**src/rtl/core/link_change_blink_indicator_assert.svh**
```systemverilog
// Assertion helpers for the link-change blink indicator.
// The active-high clock edge and active-low reset are those of the including module.
`ifndef LINK_CHANGE_BLINK_INDICATOR_ASSERT_SVH
`define LINK_CHANGE_BLINK_INDICATOR_ASSERT_SVH

`ifndef SYNTHESIS

// Same-cycle implication
`define LCBI_ASSERT_NOW(label, ante, cons) \
  label: assert property (@(posedge clk) disable iff (!rst_n) (ante) |-> (cons)) \
    else $error("lcbi assertion failed");

// Next-cycle implication
`define LCBI_ASSERT_NEXT(label, ante, cons) \
  label: assert property (@(posedge clk) disable iff (!rst_n) (ante) |=> (cons)) \
    else $error("lcbi assertion failed");

`else

`define LCBI_ASSERT_NOW(label, ante, cons)
`define LCBI_ASSERT_NEXT(label, ante, cons)

`endif

`endif

```
**src/rtl/core/lcbi_pkg.sv**
```systemverilog
package lcbi_pkg;

  localparam int PORTS  = 6;
  localparam int CONN_W = 6;
  localparam int TIME_W = 32;
  localparam int CFG_W  = 16;
  localparam int CNT_W  = 4;
  localparam int REM_W  = CNT_W + 1;
  localparam int IDX_W  = 3;

  localparam logic OP_POLL = 1'b0;
  localparam logic OP_MSG  = 1'b1;

  localparam logic [7:0] MSG_BLINK_REQUEST = 8'd1;

  localparam logic [7:0] COLOR_WHITE = 8'd0;
  localparam logic [7:0] COLOR_RED   = 8'd1;
  localparam logic [7:0] COLOR_GREEN = 8'd2;

  localparam logic [IDX_W-1:0] REG_POLL_PERIOD  = 3'd0;
  localparam logic [IDX_W-1:0] REG_STARTUP      = 3'd1;
  localparam logic [IDX_W-1:0] REG_HALF_PERIOD  = 3'd2;
  localparam logic [IDX_W-1:0] REG_SETTLE       = 3'd3;
  localparam logic [IDX_W-1:0] REG_BLINK_COUNT  = 3'd4;

  localparam logic [CFG_W-1:0] RST_POLL_PERIOD = 16'd400;
  localparam logic [CFG_W-1:0] RST_STARTUP     = 16'd1000;
  localparam logic [CFG_W-1:0] RST_HALF_PERIOD = 16'd200;
  localparam logic [CFG_W-1:0] RST_SETTLE      = 16'd500;
  localparam logic [CNT_W-1:0] RST_BLINK_COUNT = 4'd3;

  typedef struct packed {
    logic             led_write;
    logic [1:0]       lamp_color;
    logic [CONN_W-1:0] send_mask;
    logic [7:0]       send_color;
  } res_t;

  typedef struct packed {
    logic             found;
    logic [PORTS-1:0] grant;
    logic [7:0]       color;
  } pick_t;

  // Wrapping time order: a lies strictly after b within half the range.
  function automatic logic is_after(input logic [TIME_W-1:0] a, input logic [TIME_W-1:0] b);
    logic [TIME_W-1:0] d;
    d = a - b;
    return (d != '0) && !d[TIME_W-1];
  endfunction

  function automatic logic [1:0] shown(input logic [7:0] color);
    return (color <= COLOR_GREEN) ? color[1:0] : COLOR_WHITE[1:0];
  endfunction

endpackage

```
**src/rtl/core/lcbi_port_lane.sv**
```systemverilog
module lcbi_port_lane
  import lcbi_pkg::*;
(
  input  logic              clk,
  input  logic              rst_n,
  input  logic [TIME_W-1:0] now_ms,
  input  logic              cur,
  input  logic [CFG_W-1:0]  settle_time,
  input  logic              upd,
  output logic              cand
);

  logic              state_r;
  logic [TIME_W-1:0] last_change_r;
  logic [TIME_W-1:0] settle_end;

  assign settle_end = last_change_r + {{(TIME_W-CFG_W){1'b0}}, settle_time};
  assign cand = (state_r != cur) && is_after(now_ms, settle_end);

  always_ff @(posedge clk) begin
    if (!rst_n) begin
      state_r       <= 1'b0;
      last_change_r <= '0;
    end else if (upd) begin
      state_r       <= cur;
      last_change_r <= now_ms;
    end
  end

endmodule

```
**src/rtl/core/lcbi_merge.sv**
```systemverilog
module lcbi_merge
  import lcbi_pkg::*;
(
  input  logic [PORTS-1:0] cand,
  input  logic [PORTS-1:0] cur,
  output pick_t            pick
);

  // Lowest-numbered candidate wins.
  always_comb begin
    pick = '0;
    for (int p = PORTS - 1; p >= 0; p--) begin
      if (cand[p]) begin
        pick.found = 1'b1;
        pick.grant = '0;
        pick.grant[p] = 1'b1;
        pick.color = cur[p] ? COLOR_GREEN : COLOR_RED;
      end
    end
  end

endmodule

```
**src/rtl/core/link_change_blink_indicator.sv**
```systemverilog
// Channel  | Handshake           | Payload
// in_      | in_valid/in_ready   | operation, now_ms, connected_ports, msg_type, msg_color
// out_     | out_valid/out_ready | led_write, lamp_color, send_mask, send_color
// cfg_     | cfg_we (no wait)    | cfg_index, cfg_wdata
//
// One transaction per cycle while in_ready is high: each item is decided in the cycle it is accepted,
// using the six port lanes and the priority merge, and its result is registered.
// An output register plus one skid entry let in_ready stay high when the output stalls;
// in_ready drops only while the skid entry is full.
// Synchronous active-low reset loads the register defaults and clears the blink and port
// state; no clearing pass is needed.
module link_change_blink_indicator
  import lcbi_pkg::*;
(
  input  logic              clk,
  input  logic              rst_n,
  input  logic              in_valid,
  output logic              in_ready,
  input  logic              in_operation,
  input  logic [TIME_W-1:0] in_now_ms,
  input  logic [CONN_W-1:0] in_connected_ports,
  input  logic [7:0]        in_msg_type,
  input  logic [7:0]        in_msg_color,
  output logic              out_valid,
  input  logic              out_ready,
  output logic              out_led_write,
  output logic [1:0]        out_lamp_color,
  output logic [CONN_W-1:0] out_send_mask,
  output logic [7:0]        out_send_color,
  input  logic              cfg_we,
  input  logic [IDX_W-1:0]  cfg_index,
  input  logic [CFG_W-1:0]  cfg_wdata
);

`include "link_change_blink_indicator_assert.svh"

  logic [CFG_W-1:0]  poll_period_r;
  logic [CFG_W-1:0]  half_period_r;
  logic [CFG_W-1:0]  settle_r;
  logic [CNT_W-1:0]  blink_count_r;

  logic [TIME_W-1:0] next_poll_r, next_poll_nxt;
  logic [TIME_W-1:0] deadline_r, deadline_nxt;
  logic [REM_W-1:0]  remaining_r, remaining_nxt;
  logic [7:0]        held_r, held_nxt;
  logic              active_r, active_nxt;

  logic              out_valid_r, skid_valid_r;
  res_t              out_r, skid_r;
  res_t              res;

  logic              acc;
  logic              out_take;
  logic              poll_ok;
  logic              blink_adv;
  logic              port_go;
  logic              msg_go;
  logic              start;
  logic [7:0]        start_color;
  logic [7:0]        adv_color;
  logic [REM_W-1:0]  rem_dec;
  logic [PORTS-1:0]  cur;
  logic [PORTS-1:0]  cand;
  pick_t             pick;

  assign in_ready = !skid_valid_r;
  assign acc      = in_valid && in_ready;
  assign out_take = out_valid_r && out_ready;

  // Ports past the mask width read as disconnected.
  for (genvar p = 0; p < PORTS; p++) begin : g_lane
    if (p < CONN_W) begin : g_cur
      assign cur[p] = in_connected_ports[p];
    end else begin : g_off
      assign cur[p] = 1'b0;
    end

    lcbi_port_lane u_lane (
      .clk         (clk),
      .rst_n       (rst_n),
      .now_ms      (in_now_ms),
      .cur         (cur[p]),
      .settle_time (settle_r),
      .upd         (acc && port_go && pick.grant[p]),
      .cand        (cand[p])
    );
  end

  lcbi_merge u_merge (
    .cand (cand),
    .cur  (cur),
    .pick (pick)
  );

  assign poll_ok   = (in_operation == OP_POLL) && is_after(in_now_ms, next_poll_r);
  assign blink_adv = poll_ok && (remaining_r != '0) && is_after(in_now_ms, deadline_r);
  assign port_go   = poll_ok && !blink_adv && pick.found;
  assign msg_go    = (in_operation == OP_MSG) && (in_msg_type == MSG_BLINK_REQUEST) && !active_r;
  assign start     = port_go || msg_go;
  assign start_color = msg_go ? in_msg_color : pick.color;
  assign rem_dec   = remaining_r - 1'b1;
  assign adv_color = (rem_dec == '0 || !remaining_r[0]) ? COLOR_WHITE : held_r;

  always_comb begin
    res = '0;
    if (blink_adv) begin
      res.led_write  = 1'b1;
      res.lamp_color = shown(adv_color);
    end else if (start) begin
      res.led_write  = 1'b1;
      res.lamp_color = shown(start_color);
      res.send_mask  = in_connected_ports;
      res.send_color = start_color;
    end
  end

  always_comb begin
    next_poll_nxt = next_poll_r;
    deadline_nxt  = deadline_r;
    remaining_nxt = remaining_r;
    held_nxt      = held_r;
    active_nxt    = active_r;
    if (acc) begin
      if (poll_ok) begin
        next_poll_nxt = in_now_ms + {{(TIME_W-CFG_W){1'b0}}, poll_period_r};
      end
      if (blink_adv || start) begin
        deadline_nxt = in_now_ms + {{(TIME_W-CFG_W){1'b0}}, half_period_r};
      end
      if (blink_adv) begin
        remaining_nxt = rem_dec;
        if (rem_dec == '0) begin
          active_nxt = 1'b0;
        end
      end else if (start) begin
        remaining_nxt = {blink_count_r, 1'b0};
        held_nxt      = start_color;
        active_nxt    = 1'b1;
      end
    end
    // Startup delay write reloads the poll deadline.
    if (cfg_we && cfg_index == REG_STARTUP) begin
      next_poll_nxt = {{(TIME_W-CFG_W){1'b0}}, cfg_wdata};
    end
  end

  always_ff @(posedge clk) begin
    if (!rst_n) begin
      next_poll_r <= {{(TIME_W-CFG_W){1'b0}}, RST_STARTUP};
      deadline_r  <= '0;
      remaining_r <= '0;
      held_r      <= '0;
      active_r    <= 1'b0;
    end else begin
      next_poll_r <= next_poll_nxt;
      deadline_r  <= deadline_nxt;
      remaining_r <= remaining_nxt;
      held_r      <= held_nxt;
      active_r    <= active_nxt;
    end
  end

  always_ff @(posedge clk) begin
    if (!rst_n) begin
      poll_period_r <= RST_POLL_PERIOD;
      half_period_r <= RST_HALF_PERIOD;
      settle_r      <= RST_SETTLE;
      blink_count_r <= RST_BLINK_COUNT;
    end else if (cfg_we) begin
      unique case (cfg_index)
        REG_POLL_PERIOD: poll_period_r <= cfg_wdata;
        REG_HALF_PERIOD: half_period_r <= cfg_wdata;
        REG_SETTLE:      settle_r      <= cfg_wdata;
        REG_BLINK_COUNT: blink_count_r <= cfg_wdata[CNT_W-1:0];
        default: ;
      endcase
    end
  end

  // Output register with one skid entry behind it.
  always_ff @(posedge clk) begin
    if (!rst_n) begin
      out_valid_r  <= 1'b0;
      skid_valid_r <= 1'b0;
    end else if (out_take) begin
      if (skid_valid_r) begin
        skid_valid_r <= 1'b0;
      end else begin
        out_valid_r <= acc;
      end
    end else if (acc) begin
      if (out_valid_r) begin
        skid_valid_r <= 1'b1;
      end else begin
        out_valid_r <= 1'b1;
      end
    end
  end

  always_ff @(posedge clk) begin
    if (out_take && skid_valid_r) begin
      out_r <= skid_r;
    end else if (acc && (out_take || !out_valid_r)) begin
      out_r <= res;
    end
    if (acc && out_valid_r && !out_take) begin
      skid_r <= res;
    end
  end

  assign out_valid      = out_valid_r;
  assign out_led_write  = out_r.led_write;
  assign out_lamp_color = out_r.lamp_color;
  assign out_send_mask  = out_r.send_mask;
  assign out_send_color = out_r.send_color;

  `LCBI_ASSERT_NOW(a_skid_behind_out, skid_valid_r, out_valid_r)
  `LCBI_ASSERT_NOW(a_grant_onehot, 1'b1, $onehot0(pick.grant))
  `LCBI_ASSERT_NOW(a_remaining_needs_active, remaining_r != '0, active_r)
  `LCBI_ASSERT_NEXT(a_skid_fills_on_stall, acc && out_valid_r && !out_ready, skid_valid_r)

endmodule

```
**config.mk**
```make
export PLATFORM = sky130hd
export DESIGN_NAME = link_change_blink_indicator
export DESIGN_NICKNAME = d
export VERILOG_FILES = /design/src/rtl/core/lcbi_pkg.sv /design/src/rtl/core/lcbi_port_lane.sv /design/src/rtl/core/lcbi_merge.sv /design/src/rtl/core/link_change_blink_indicator.sv
export VERILOG_INCLUDE_DIRS = /design/src /design/src/rtl/core
export SDC_FILE = /design/constraint.sdc
export NUM_CORES = 2
export LEC_CHECK = 0
export CORE_MARGIN = 5
export CORE_UTILIZATION = 50
export CTS_CLUSTER_DIAMETER = 80
export CTS_CLUSTER_SIZE = 24
export DETAILED_ROUTE_END_ITERATION = 10
export DONT_BUFFER_PORTS = 1
export PLACE_DENSITY = 0.67
export SYNTH_ARGS = -nofsm -noshare
export SYNTH_HDL_FRONTEND = slang
export SYNTH_SLANG_ARGS = --single-unit
```
**constraint.sdc**
```tcl
create_clock -name clk -period 10.44 [get_ports clk]
set_input_delay 2.088 -clock clk [delete_from_list [all_inputs] [get_ports clk]]
set_output_delay 2.088 -clock clk [all_outputs]
set_load 0.02 [all_outputs]
```
==> flow_summary.ini <==
[run_status]
status = completed

[detailed_routing]
first_pass_iters = 6
drt_iter0_markers = 3825
wl_per_cell_um = 23.0
routed-via-count = 35700
totalWireLength_um = 130000
drc = 0
antenna_left = 0
via_per_inst = 6.31

[yosys]
synth-seq-area-share_pct = 20.3
synth_cell_types = 113
synthCells = 4845
synth_area_mm2 = 0.0375
synth_fp_nets = 5408
synth_top_area_share_pct = 17.6
synth-main-ff-cell = dfxtp_1
synthTopCellsByArea = dfxtp_1 18%, ha_1 13%, mux2i_1 6.6%
yosys_warnings = 0
avgSynthCellArea_um2 = 7.75
async_flop_share_pct = 0
yosysTopAreaCell = dfxtp_1
ys_seq_elements = 364
synth_edf_count = 34

[critical_path]
critPathMostFrequentCell = fa_1
path_delay_family = compound AO/OA/AOI/OAI gates
critPathLaunch = in_now_ms[0]
r2r-start = settle_r[9]
critPathLaunchType = input port
crit_required_ns = 10.88
crit_type = in2reg
slowest_stage = o21ai_4
crit_path_end_kind = flop
path_buf_inv = 2
critPathArrivalTime_ns = 8.38
cp_max_fo = 27
path_cells = fa_1 > inv_1 > ha_1 > or2_2 > fa_1 > xor2_1 > a2111oi_0 > o2111a_1 > nand3_1 > or4_1 > nor4_1 > and4_1 > nand4_1 > o311ai_4 > buf_4 > o2111ai_2 > a2bb2oi_2 > o21ai_4 > a221oi_1
reg2reg_slack_ns = 3.15
cp_slowest_stage_delay_ns = 0.89

[hold_path]
hold_path.class = reg2reg
hold_start = held_r[3]

[placed_design]
portBuffers = 0
gp_congestion = 0.997
placed_area_mm2 = 0.0379
hpwl_um = 98600
placed_cells = 5609

[final_layout]
drive_gt1_share_pct = 3.59
final_cells = 5655
fin_nets = 5230
postLayoutCoreUtil_pct = 52.1
num_antenna_cells = 0
final_common_cell = inv_1
area_delta_synth_final_pct = 3.44
fill_cells = 7245
fin_area_mm2 = 0.0388
mostFrequentLayoutCells = 568 x inv_1, 523 x nand2_1, 384 x ha_1

[floorplan]
die_h_um = 284
rows = 100
die_area_mm2 = 0.0806
io_pins = 98
die_w_um = 284
core_mm2 = 0.0744
start_util_pct = 50.4

[sta]
relSlewSlack_pct = 23.8
rsz0062_at_grt = false
tightest_slew_ns = 1.14
fin_crit_sh_pct = 76.1
worst_clock_skew_ns = 0.0272
slew_viol_final = 0
max_freq_mhz = 126
fin_crit_ns = 7.94
setup_viol = 0
tns_ns = 0
finalHoldViolCount = 0

[clock_network]
cts_tree = yes
ctsHoldBuffers = 0
ctsResizeCount = 0
cts-root-buf = clkbuf_16
htreeDepth = 1
clk_path_buf_depth = 3
cts.sinks = 364
clock_latency_ns = 0.60
numCtsBuffers = 25
cts_setup_buffers = 0
path_clk_slew_ns = 0.10

[power_and_ir_drop]
totalPowerFinal_mw = 4.35
p_clk_share_pct = 25.8
power_frac_comb_pct = 39.3
p_sw_share_pct = 39.9
seqPwrFrac_pct = 34.8
leakage_nw = 16.2
p_switching_mw = 1.74
p_int_mw = 2.62
ir_drop_v = 0.000154
power_density_mw_per_mm2 = 112

[global_route]
grt_pass1_wl_um = 197000
antenna_found_initial = 4
grt.total_usage_pct = 30.7
grt_start_max_net_pins = 211
grt_pass1_vias = 32800
grt_overflow = 0

[flow_run]
maxCapViolations = 0
[worst paths after layout]
kind / endpoint / cells past startpoint
setup / recovery: remaining_r[2] / 19
hold / removal: held_r[3] / 2
setup reg to reg: remaining_r[2] / 16
hold reg to reg: held_r[3] / 2
[registers in the layout, summed over array words and instances, names as in the netlist]
name and cells:
skid_r 17, next_poll_r 32, out_lamp_color 2, out_send_color 8, deadline_r 32, held_r 8
g_lane.u_lane.state_r 6, out_valid 1, out_send_mask 6, half_period_r 16, settle_r 16, g_lane.u_lane.last_change_r 192
remaining_r 5, active_r 1, poll_period_r 16, out_led_write 1, skid_valid_r 1, blink_count_r 4
[logic make-up (layout without fill, tap and decap cells)]
kind of cell	count (synthesis)	in the layout	synth area share (%)
adder cells (fa/ha/maj)	484	484	18.1
buffers and inverters	804	645	8.50
AO/OA/AOI/OAI	1249	1249	22.6
AND/OR/NAND/NOR	1530	1530	19.9
multiplexers	264	264	7.09
flip-flops	364	364	20.3
XOR/XNOR	150	150	3.50
[synth_stat cells (57+ instances only)]
library cell  count
a211oi_1         72
a21o_1           78
a21oi_1         322
a31oi_1          57
clkbuf_1        181
dfxtp_1         330
fa_1            100
ha_1            384
inv_1           569
mux2i_1         249
nand2_1         523
nand3_1         113
nand4_1          69
nor2_1          322
nor3_1          117
o211ai_1         59
o21a_1           57
o21ai_0         215
xnor2_1         100
[metal layers]
metal / track usage, % / vias to the layer above / wire length [um]
li1: - / 16900 / -
met1: 42.6 / 17000 / 56300
met2: 46.8 / 1508 / 55600
met3: 6.51 / 319 / 12000
met4: 11.9 / 6 / 6470
met5: 0 / - / 38
[power by group through the flow]
stage	logic, mW	registers, mW	clock network (mW)
after global routing	1.88	1.52	1.18
after global placement	1.66	1.55	0
after floorplan	1.29	1.53	0
after detailed placement	1.66	1.55	0
after CTS	1.67	1.51	1.13
final	1.71	1.52	1.13
[worst min-delay path: cells and delay by family (launching register included)]
kind	cells	cell delay, ns
AND/OR/NAND/NOR	1	0.05
AO/OA/AOI/OAI	1	0.05
flip-flops	1	0.32
[through the flow]
stage          hold WS [ns]  setup slack, ns
4_1_cts               0.462             2.60
3_5_place_dp          0.449             1.98
6_report              0.464             2.50
5_1_grt               0.482             2.18
3_3_place_gp          0.444             2.11
2_1_floorplan         0.435             3.31
[cell type report]
cell class | instances | area [um2] | area share, %
clock buffer | 29 | 641 | 1.65
clock inverter | 17 | 235 | 0.606
inverter | 572 | 2150 | 5.54
multi-input combinational | 3677 | 26800 | 68.9
sequential | 364 | 7630 | 19.6
tap | 969 | 1210 | 3.12
timing repair buffer | 27 | 203 | 0.522
(Power assumes the default switching activity.)
